**src/fpba_pkg.sv**
```systemverilog
// shared types, codes and helpers for the fit policy block allocator
package fpba_pkg;

  localparam int SUM_W = 20;
  localparam logic [SUM_W-1:0] SUM_MAX = '1;

  localparam logic [1:0] REQ_LOAD  = 2'd0;
  localparam logic [1:0] REQ_ALLOC = 2'd1;
  localparam logic [1:0] REQ_CLEAR = 2'd2;

  localparam logic [1:0] STAT_DONE  = 2'd0;
  localparam logic [1:0] STAT_ALLOC = 2'd1;
  localparam logic [1:0] STAT_MISS  = 2'd2;
  localparam logic [1:0] STAT_FULL  = 2'd3;

  localparam logic [1:0] POL_BEST  = 2'd0;
  localparam logic [1:0] POL_FIRST = 2'd1;
  localparam logic [1:0] POL_WORST = 2'd2;

  typedef struct packed {
    logic [1:0]  req_type;
    logic [15:0] size;
  } req_t;

  typedef struct packed {
    logic [1:0]       status;
    logic [3:0]       block_index;
    logic [15:0]      block_size;
    logic [15:0]      remaining_after;
    logic [7:0]       request_number;
    logic [SUM_W-1:0] used_total;
    logic [SUM_W-1:0] capacity_total;
  } rsp_t;

  function automatic logic [SUM_W-1:0] sat_add(input logic [SUM_W-1:0] a,
                                               input logic [15:0] b);
    logic [SUM_W:0] s;
    s = {1'b0, a} + {{(SUM_W-15){1'b0}}, b};
    sat_add = s[SUM_W] ? SUM_MAX : s[SUM_W-1:0];
  endfunction

endpackage

```
**src/fit_policy_block_allocator.sv**
```systemverilog
// top level of the fit policy block allocator
// The block holds a table of up to MAX_BLOCKS free blocks in two memories
// (remaining and original size) with one write and one read port each, plus a
// used flag per entry. A load, clear or unused word passes through S_EXEC and
// S_DONE before the next word is accepted. An allocation request scans the
// table through one compare unit, reading one entry per cycle from the
// remaining-size memory, then passes through S_DECIDE, S_WB when a block is
// granted, and S_DONE. Only one word is in work at a time; the result
// is held in an output register so a new word can be accepted while the
// previous result waits, and a finished word stalls in its last state until
// that register is free. The policy register may be written while idle.
module fit_policy_block_allocator #(
  parameter int MAX_BLOCKS = 16,
  parameter int SIZE_BITS  = 16
) (
  input  logic           clk,
  input  logic           rst,
  input  logic           cfg_we,
  input  logic [1:0]     cfg_data,
  input  logic           req_valid,
  output logic           req_ready,
  input  fpba_pkg::req_t req,
  output logic           rsp_valid,
  input  logic           rsp_ready,
  output fpba_pkg::rsp_t rsp
);
  import fpba_pkg::*;

  localparam int IDX_W = (MAX_BLOCKS > 1) ? $clog2(MAX_BLOCKS) : 1;
  localparam int CNT_W = $clog2(MAX_BLOCKS + 1);

  localparam logic [2:0] S_IDLE   = 3'd0;
  localparam logic [2:0] S_EXEC   = 3'd1;
  localparam logic [2:0] S_SCAN   = 3'd2;
  localparam logic [2:0] S_DECIDE = 3'd3;
  localparam logic [2:0] S_WB     = 3'd4;
  localparam logic [2:0] S_DONE   = 3'd5;

  logic [2:0]       state;
  logic [1:0]       policy;
  logic [CNT_W-1:0] block_count;
  logic [SUM_W-1:0] granted_sum;
  logic [SUM_W-1:0] loaded_sum;
  logic [7:0]       request_count;
  logic [MAX_BLOCKS-1:0] used_flag;
  logic [CNT_W-1:0] scan_cnt;
  logic             rd_valid;

  logic [SIZE_BITS-1:0] remaining_mem [MAX_BLOCKS];
  logic [SIZE_BITS-1:0] original_mem [MAX_BLOCKS];

  logic [1:0]           cur_type;
  logic [SIZE_BITS-1:0] want;
  logic [15:0]          want16;
  logic [SIZE_BITS-1:0] rd_rem;
  logic                 rd_used;
  logic [IDX_W-1:0]     rd_idx;
  logic [SIZE_BITS-1:0] orig_rd;
  rsp_t                 res;

  logic                 accept;
  logic                 load_out;
  logic                 full;
  logic                 in_scan;
  logic [IDX_W-1:0]     scan_addr;
  logic [SIZE_BITS-1:0] size_m;
  logic [31:0]          size_ext;
  logic                 found;
  logic [IDX_W-1:0]     pick_idx;
  logic [SIZE_BITS-1:0] pick_r;
  logic [SIZE_BITS-1:0] new_rem;
  logic [31:0]          new_rem_ext;
  logic [31:0]          orig_ext;
  logic [31:0]          want_ext;
  logic [31:0]          pick_ext;
  logic [31:0]          cnt_ext;
  logic                 wr_load;
  logic                 wr_alloc;
  logic [IDX_W-1:0]     wr_addr;
  logic [SIZE_BITS-1:0] wr_rem;
  logic [SUM_W-1:0]     loaded_add;
  logic [SUM_W-1:0]     granted_add;
  rsp_t                 res_exec;
  rsp_t                 res_dec;

  assign accept    = req_valid && req_ready;
  assign req_ready = state == S_IDLE;
  assign load_out  = state == S_DONE && (!rsp_valid || rsp_ready);
  assign full      = block_count >= CNT_W'(MAX_BLOCKS);
  assign in_scan   = state == S_SCAN && scan_cnt < block_count;
  assign scan_addr = scan_cnt[IDX_W-1:0];

  assign size_ext    = 32'(req.size);
  assign size_m      = size_ext[SIZE_BITS-1:0];
  assign new_rem     = pick_r - want;
  assign new_rem_ext = 32'(new_rem);
  assign orig_ext    = 32'(orig_rd);
  assign want_ext    = 32'(want);
  assign pick_ext    = 32'(pick_idx);
  assign cnt_ext     = 32'(block_count);
  assign want16      = want_ext[15:0];

  assign wr_load  = state == S_EXEC && cur_type == REQ_LOAD && !full;
  assign wr_alloc = state == S_DECIDE && found;
  assign wr_addr  = wr_load ? block_count[IDX_W-1:0] : pick_idx;
  assign wr_rem   = wr_load ? want : new_rem;

  assign loaded_add  = sat_add(loaded_sum, want16);
  assign granted_add = sat_add(granted_sum, want16);

  fpba_scan #(
    .SIZE_BITS(SIZE_BITS),
    .IDX_W    (IDX_W)
  ) u_scan (
    .clk     (clk),
    .rst     (rst),
    .start   (accept),
    .en      (rd_valid),
    .policy  (policy),
    .want    (want),
    .r       (rd_rem),
    .used    (rd_used),
    .idx     (rd_idx),
    .found   (found),
    .pick_idx(pick_idx),
    .pick_r  (pick_r)
  );

  always_comb begin
    res_exec                = '0;
    res_exec.status         = STAT_DONE;
    res_exec.request_number = request_count;
    res_exec.used_total     = granted_sum;
    res_exec.capacity_total = loaded_sum;
    case (cur_type)
      REQ_LOAD: begin
        if (full) begin
          res_exec.status = STAT_FULL;
        end else begin
          res_exec.block_index     = cnt_ext[3:0];
          res_exec.block_size      = want16;
          res_exec.remaining_after = want16;
          res_exec.capacity_total  = loaded_add;
        end
      end
      REQ_CLEAR: begin
        res_exec = '0;
      end
      default: begin
        res_exec.request_number = '0;
      end
    endcase
  end

  always_comb begin
    res_dec                = '0;
    res_dec.status         = found ? STAT_ALLOC : STAT_MISS;
    res_dec.request_number = request_count;
    res_dec.used_total     = granted_sum;
    res_dec.capacity_total = loaded_sum;
    if (found) begin
      res_dec.block_index     = pick_ext[3:0];
      res_dec.remaining_after = new_rem_ext[15:0];
      res_dec.used_total      = granted_add;
    end
  end

  always_ff @(posedge clk) begin
    if (rst) begin
      state         <= S_IDLE;
      policy        <= POL_BEST;
      block_count   <= '0;
      granted_sum   <= '0;
      loaded_sum    <= '0;
      request_count <= '0;
      used_flag     <= '0;
      scan_cnt      <= '0;
      rd_valid      <= 1'b0;
    end else begin
      if (cfg_we) begin
        policy <= cfg_data;
      end
      rd_valid <= in_scan;
      case (state)
        S_IDLE: begin
          scan_cnt <= '0;
          if (accept) begin
            state <= (req.req_type == REQ_ALLOC) ? S_SCAN : S_EXEC;
          end
        end
        S_EXEC: begin
          state <= S_DONE;
          if (wr_load) begin
            used_flag[wr_addr] <= 1'b0;
            block_count        <= block_count + 1'b1;
            loaded_sum         <= loaded_add;
          end else if (cur_type == REQ_CLEAR) begin
            used_flag     <= '0;
            block_count   <= '0;
            granted_sum   <= '0;
            loaded_sum    <= '0;
            request_count <= '0;
          end
        end
        S_SCAN: begin
          if (in_scan) begin
            scan_cnt <= scan_cnt + 1'b1;
          end else begin
            state <= S_DECIDE;
          end
        end
        S_DECIDE: begin
          if (request_count != 8'hFF) begin
            request_count <= request_count + 8'd1;
          end
          if (found) begin
            used_flag[pick_idx] <= 1'b1;
            granted_sum         <= granted_add;
            state               <= S_WB;
          end else begin
            state <= S_DONE;
          end
        end
        S_WB: begin
          state <= S_DONE;
        end
        S_DONE: begin
          if (load_out) begin
            state <= S_IDLE;
          end
        end
        default: begin
          state <= S_IDLE;
        end
      endcase
    end
  end

  always_ff @(posedge clk) begin
    if (wr_load || wr_alloc) begin
      remaining_mem[wr_addr] <= wr_rem;
    end
    if (wr_load) begin
      original_mem[wr_addr] <= want;
    end
    rd_rem  <= remaining_mem[scan_addr];
    orig_rd <= original_mem[pick_idx];
  end

  always_ff @(posedge clk) begin
    rd_used <= used_flag[scan_addr];
    rd_idx  <= scan_addr;
    if (accept) begin
      cur_type <= req.req_type;
      want     <= size_m;
    end
    case (state)
      S_EXEC:   res <= res_exec;
      S_DECIDE: res <= res_dec;
      S_WB:     res.block_size <= orig_ext[15:0];
      default:  res <= res;
    endcase
    if (load_out) begin
      rsp <= res;
    end
  end

  always_ff @(posedge clk) begin
    if (rst) begin
      rsp_valid <= 1'b0;
    end else if (load_out) begin
      rsp_valid <= 1'b1;
    end else if (rsp_ready) begin
      rsp_valid <= 1'b0;
    end
  end

  assert property (@(posedge clk) disable iff (rst)
    block_count <= CNT_W'(MAX_BLOCKS))
    else $error("block count past table depth");

  assert property (@(posedge clk) disable iff (rst)
    (state == S_DECIDE && found) |-> CNT_W'(pick_idx) < block_count)
    else $error("chosen block outside loaded table");

  assert property (@(posedge clk) disable iff (rst)
    accept |=> !req_ready)
    else $error("new word taken while one is in work");

  assert property (@(posedge clk) disable iff (rst)
    (state == S_DECIDE) |-> !rd_valid)
    else $error("table read still in flight at decision");

endmodule

```
**src/fpba_scan.sv**
```systemverilog
// compare unit that walks the table one entry per cycle and keeps the chosen block
module fpba_scan #(
  parameter int SIZE_BITS = 16,
  parameter int IDX_W     = 4
) (
  input  logic                 clk,
  input  logic                 rst,
  input  logic                 start,
  input  logic                 en,
  input  logic [1:0]           policy,
  input  logic [SIZE_BITS-1:0] want,
  input  logic [SIZE_BITS-1:0] r,
  input  logic                 used,
  input  logic [IDX_W-1:0]     idx,
  output logic                 found,
  output logic [IDX_W-1:0]     pick_idx,
  output logic [SIZE_BITS-1:0] pick_r
);
  import fpba_pkg::*;

  logic fits;
  logic take;

  assign fits = r >= want;

  always_comb begin
    case (policy)
      POL_FIRST: take = fits && !used && !found;
      POL_WORST: take = fits && (!found || r >= pick_r);
      default:   take = fits && (!found || r <= pick_r);
    endcase
  end

  always_ff @(posedge clk) begin
    if (rst || start) begin
      found <= 1'b0;
    end else if (en && take) begin
      found <= 1'b1;
    end
  end

  always_ff @(posedge clk) begin
    if (en && take) begin
      pick_idx <= idx;
      pick_r   <= r;
    end
  end

  assert property (@(posedge clk) disable iff (rst)
    found |-> pick_r >= want)
    else $error("chosen block smaller than request");

  assert property (@(posedge clk) disable iff (rst)
    (found && !start && policy == POL_FIRST) |=> $stable(pick_idx))
    else $error("first fit choice changed");

  assert property (@(posedge clk) disable iff (rst)
    start |=> !found)
    else $error("choice not cleared at start");

endmodule

```
**config.mk**
```make
export PLATFORM = sky130hd
export DESIGN_NAME = fit_policy_block_allocator
export DESIGN_NICKNAME = d
export VERILOG_FILES = /design/src/fpba_pkg.sv /design/src/fit_policy_block_allocator.sv /design/src/fpba_scan.sv
export SDC_FILE = /design/constraint.sdc
export NUM_CORES = 1
export LEC_CHECK = 0
export ABC_CLOCK_PERIOD_IN_PS = 13900
export BUFFER_PORTS_ARGS = -buffer_cell sky130_fd_sc_hd__buf_2
export CAP_MARGIN = 20
export CORE_MARGIN = 8
export CORE_UTILIZATION = 25
export DETAILED_ROUTE_END_ITERATION = 16
export GPL_TIMING_DRIVEN = 0
export SLEW_MARGIN = 0
export SYNTH_ARGS = -nofsm -noshare
export SYNTH_HDL_FRONTEND = slang
export SYNTH_SLANG_ARGS = --single-unit
export TNS_END_PERCENT = 10
```
**constraint.sdc**
```tcl
create_clock -name clk -period 13.9 [get_ports clk]
set_clock_uncertainty 0.05 [all_clocks]
set_input_delay 0.695 -clock clk [delete_from_list [all_inputs] [get_ports clk]]
set_output_delay 0.695 -clock clk [all_outputs]
set_load 0.1 [all_outputs]
```
# After elaboration in Yosys (flattened, before gate mapping)

Memories as Yosys holds them, arrays and structs flattened. A register that Yosys moved wholly into a read port is not among the register bits.
Cells that the tools add are included.

Memories kept: 2
Word-level logic and storage cells: 160
Bits of input ports: 25
Output and inout bits: 88
Flip-flop bits (word level): 297
Bits in writable memories: 512

Memories:

| memory        | words | width | read ports | clocked after Yosys merged registers in | wr ports | RTL line                         | RTL |
|---|---|---|---|---|---|---|---|
| original_mem  | 16    | 16    | 1          | 1                                       | 1        | fit_policy_block_allocator.sv:50 | `logic [SIZE_BITS-1:0] original_mem [MAX_BLOCKS];` |
| remaining_mem | 16    | 16    | 1          | 1                                       | 1        | fit_policy_block_allocator.sv:49 | `logic [SIZE_BITS-1:0] remaining_mem [MAX_BLOCKS];` |

$lt $le $gt $ge: 10
$add $sub $neg: 6
Bitwise gates (word level): 3
Multiplexer cells: 53
Equal/unequal tests: 19
Reductions and logical operators: 36

Operator list:

| operator            | number |
|---|---|
| $mux 20             | 8 |
| $pmux 64 s2         | 1 |
| $mux 16             | 5 |
| $pmux 20 s2         | 2 |
| $pmux 16 s3         | 1 |
| $add 20x16->21      | 2 |
| $mux 38             | 1 |
| $mux 36             | 1 |
| $ge 16x16->1        | 2 |
| $mux 8              | 4 |
| $pmux 16 s2         | 1 |
| $and 16x16->16      | 1 |
| $le 16x16->1        | 1 |
| $not 16->16         | 1 |
| $or 16x16->16       | 1 |
| $pmux 8 s2          | 1 |
| $sub 16x16->16      | 1 |
| $lt 4x5->1 const B  | 3 |
| $mux 5              | 3 |
| $pmux 3 s5          | 1 |
| $logic_and 1x1->1   | 13 |
| $pmux 6 s2          | 1 |
| $add 5x1->5 const B | 2 |
| $mux 1              | 10 |
| other kinds (30)    | 60 |

# Logic depth before layout (Yosys ltp)

Depth in word-level cells: 12
Gate-level depth with buffers: 13
Mapped depth without buffers: 13

# By module

Synthesis repeated with hierarchy kept, for this count alone.

Cell total of the unflattened synthesis: 2,067
Area, all modules: 34,235.3 um^2

Modules (own cells, without submodules):

| module                     | cells each | area each (um^2) | sequential area each (um^2) | times used |
|---|---|---|---|---|
| fit_policy_block_allocator | 1,931      | 32,777.7         | 23,442.5                    | 1 |
| fpba_scan                  | 136        | 1,457.6          | 620.6                       | 1 |

# Worst setup path before layout

OpenSTA, ideal clock, no wires.

Kind: register -> register
Start point: reg rsp_valid
End point: reg rsp[0] (netlist name) (enable)
Buffers on the path: 0
Slack: 8.786 ns
Arrival time: 4.533 ns
Clock period less this slack: 5.114 ns
Setup time: 0.531 ns
Data required time: 13.319 ns
Cell stages (with the launch flop): 3
Cell sequence: dfxtp_1 -> nor2b_1 -> nor2_1

Word-level cells in the longest chain between the ends: 3

Ends and longest elaborated chain:

| element                | RTL line                          | RTL |
|---|---|---|
| start, declared        | fit_policy_block_allocator.sv:23  | `output logic rsp_valid,` |
| start signal, assigned | fit_policy_block_allocator.sv:270 | `rsp_valid <= 1'b0;` |
| start signal, assigned | fit_policy_block_allocator.sv:272 | `rsp_valid <= 1'b1;` |
| start signal, assigned | fit_policy_block_allocator.sv:274 | `rsp_valid <= 1'b0;` |
| $logic_not 1->1        | fit_policy_block_allocator.sv:88  | `assign load_out = state == S_DONE && (!rsp_valid \|\| rsp_ready);` |
| $logic_or 1x1->1       | fit_policy_block_allocator.sv:88  |  |
| $logic_and 1x1->1      | fit_policy_block_allocator.sv:88  |  |
| net load_out           | fit_policy_block_allocator.sv:62  | `logic load_out;` |
| end signal, assigned   | fit_policy_block_allocator.sv:264 | `rsp <= res;` |
| end, declared          | fit_policy_block_allocator.sv:25  | `output fpba_pkg::rsp_t rsp` |

The timed path passes the listed nets, and every way through them passes these cells.
A chain may end at the register's enable or synchronous reset.

# Worst setup path after layout

Start point: reg want[5]
End point: mem remaining_mem[4][15] (data pin)

Word-level cells in the longest chain between the ends: 2

Ends and longest elaborated chain:

| element                | RTL line                          | RTL |
|---|---|---|
| start, declared        | fit_policy_block_allocator.sv:53  | `logic [SIZE_BITS-1:0] want;` |
| start signal, assigned | fit_policy_block_allocator.sv:255 | `want <= size_m;` |
| $sub 16x16->16         | fit_policy_block_allocator.sv:95  | `assign new_rem = pick_r - want;` |
| $mux 16                | fit_policy_block_allocator.sv:106 | `assign wr_rem = wr_load ? want : new_rem;` |
| net wr_rem[15]         | fit_policy_block_allocator.sv:80  | `logic [SIZE_BITS-1:0] wr_rem;` |
| end, declared          | fit_policy_block_allocator.sv:49  |  |

The timed path passes the listed nets, and every way through them passes these cells.

==> results.sh <==
export IMPL_antenna_found_initial=3
export IMPL_syn2layout_area_growth_pct=20.2
export IMPL_syn_area_sq_um=33800
export IMPL_min_from="req[8]"
export IMPL_ys_ff_latch=841
export IMPL_vdd_drop_max_v=0.0000916
export IMPL_globalRouteTotalUtil_pct=11.6
export IMPL_fin_crit_ns=4.43
export IMPL_grt_pass1_wl_microns=128000
export IMPL_status="complete, no violations"
export IMPL_syn_inst=1982
export IMPL_postCtsHoldBufs=0
export IMPL_route_vias_total=18800
export IMPL_place_hpwl_microns=62000
export IMPL_coreArea_sq_um=135000
export IMPL_drive_gt1_share_pct=24.0
export IMPL_total_leakage_power_nw=13.6
export IMPL_grt_max_degree=64
export IMPL_finalCritPeriodShare_pct=31.8
export IMPL_hold_path_class="in2reg"
export IMPL_rsz0062_at_grt="no"
export IMPL_cts_resized=0
export IMPL_dp_slack_ns=9.53
export IMPL_die_h_microns=384
export IMPL_cap_violations=0
export IMPL_placed_cells=3930
export IMPL_setup_viol=0
export IMPL_clock_path_buffers=3
export IMPL_endpoint_kind="flop"
export IMPL_die_area_sq_um=147000
export IMPL_ios=113
export IMPL_multi_input_area_sq_um=9320
export IMPL_final_seq_area_sq_um=24100
export IMPL_path_max_fanout=19
export IMPL_wire_per_inst_microns=21.4
export IMPL_cts_tree="built"
export IMPL_drt_iter0_drc=1831
export IMPL_setup_ws_ns=9.47
export IMPL_critPathArrivalTime_ns=4.76
export IMPL_hold_violations=0
export IMPL_final_cell_mix="722 x edfxtp_1, 165 x mux4_2, 124 x buf_2"
export IMPL_yosys_area_top_type_share_pct=64.1
export IMPL_stdcell_count=4094
export IMPL_synthArstFlopShare_pct=0
export IMPL_post_cts_buffers=0
export IMPL_synth_seq_area_share_pct=71.2
export IMPL_drtAntennaViolNets=0
export IMPL_wirelength_microns=87600
export IMPL_worstMarginPinSlew_ns=1.11
export IMPL_ys_top_cells_by_area="edfxtp_1 64%, mux4_2 11%, dfxtp_1 7.0%"
export IMPL_dieWidth_microns=384
export IMPL_max_freq_ghz=0.226
export IMPL_yosys_warnings=0
export IMPL_drv_slew=0
export IMPL_final_nets=2355
export IMPL_layout_commonest_cell="edfxtp_1"
export IMPL_crit_start="want[5]"
export IMPL_ctsRootBufferMaster="clkbuf_16"
export IMPL_critPathKind="reg2reg"
export IMPL_clk_pin_slew_worst_paths_ns=0.06
export IMPL_cts_sinks=841
export IMPL_critPathLaunchType="flop"
export IMPL_fin_tns_setup_ns=0
export IMPL_firstDrtPassIters=6
export IMPL_ys_flop_type="edfxtp_1"
export IMPL_via_per_inst=4.60
export IMPL_timing_rr_start="want[5]"
export IMPL_powerDensity_nw_per_um2=147
export IMPL_post_route_drc_count=0
export IMPL_clk_latency_ns=0.66
export IMPL_numPortBuffers=112
export IMPL_synthesis_nets=2097
export IMPL_synth_largest_area_cell="edfxtp_1"
export IMPL_gp_congestion=0.824
export IMPL_worstPathRequired_ns=14.24
export IMPL_grt_overflow=0
export IMPL_grt_pass1_vias=18600
export IMPL_synth_edf_count=722
export IMPL_rows=135
export IMPL_h_tree_depth=3
export IMPL_ys_types=74
export IMPL_holdWs_ns=0.163
export IMPL_avgSynthCellArea_sq_um=17.1
export IMPL_slew_headroom_pct=25.4
export IMPL_cts_buffers_inserted=84
export IMPL_fillCellCount=13200
export IMPL_initial_utilization_pct=25.1
-- logic make-up after synthesis --
logic type / Yosys count / synth area share (%)
flip-flops: 841 / 71.2
AND/OR/NAND/NOR: 375 / 5.05
AO/OA/AOI/OAI: 321 / 6.35
multiplexers: 171 / 11.2
buffers and inverters: 133 / 1.54
adder cells (fa/ha/maj): 90 / 3.40
XOR/XNOR: 51 / 1.32
-- critical path, stage by stage, from the launching register on --
cell	delay [ns]
edfxtp_1	0.99
inv_1	0.39
ha_1	0.32
or3_1	0.37
a311oi_1	0.43
o31ai_1	0.21
o21bai_1	0.29
o2111ai_1	0.20
xnor2_1	0.34
nand2_1	0.12
xnor2_1	0.17
buf_4	0.24
-- Yosys cell counts (all sizes together), types with 5 or more instances --
cell type and number:
xnor2 33, nor2 115, or2 6, nor2b 20, nand3 23, inv 54, o21bai 7, a22o 27
and3 10, nand2b 17, dfxtp 119, xor2 18, edfxtp 722, a21oi 70, nand4 12, a211oi 9
clkbuf 59, ha 87, nor3 34, buf 20, nand2 123, a31oi 9, mux4 165, a311oi 10
a21o 28, o211ai 5, o31ai 15, o21ai 100, o21a 11
-- flip-flops by register name, summed over array words and instances (netlist names), 16 cells and up --
name / cells
loaded_sum: 20
res: 86
remaining_mem: 256
want: 16
orig_rd: 16
original_mem: 256
used_flag: 16
rd_rem: 16
granted_sum: 20
u_scan.pick_r: 16
rsp: 86
-- where the power goes --
part	internal [mW]	switching [mW]
sequential	2.93	0.0820
combinational	0.144	0.427
clock	1.40	1.00
total	4.47	1.51
-- area by class of cell --
| class | count | share of cell area (%) |
|---|---|---|
| sequential | 841 | 59.2 |
| multi-input combinational | 1008 | 23.0 |
| clock buffer | 104 | 5.53 |
| tap | 1781 | 5.49 |
| timing repair buffer | 172 | 3.74 |
| clock inverter | 54 | 1.76 |
| buffer | 79 | 0.785 |
| inverter | 54 | 0.505 |
| antenna | 1 | 0.00616 |
-- metal layers --
layer	global-route usage [%]	up-vias	routed length, microns
met5	0	-	13
met4	2.69	2	1690
met1	15.7	9715	38100
li1	-	8342	-
met3	2.39	105	6330
met2	19.0	667	41500
-- worst paths after layout --
kind / endpoint / cells after the start / slack, ns
worst max-delay path: remaining_mem[4][15] / 11 / 9.47
worst min-delay path: want[8] / 1 / 0.16
worst max register to register: remaining_mem[4][15] / 11 / 9.47
worst min register to register: rd_idx[0] / 0 / 0.31
-- stage by stage --
stage                     util [%]  cell area [sq um]  total power [mW]
final                         30.1              40600              5.98
after global routing          30.1              40600              6.17
after CTS                     30.1              40600              6.02
after detailed placement      27.9              37600              3.63
after global placement        27.2              36600              3.60
after floorplan                  -              33800              3.41
(Power assumes the default switching activity.)
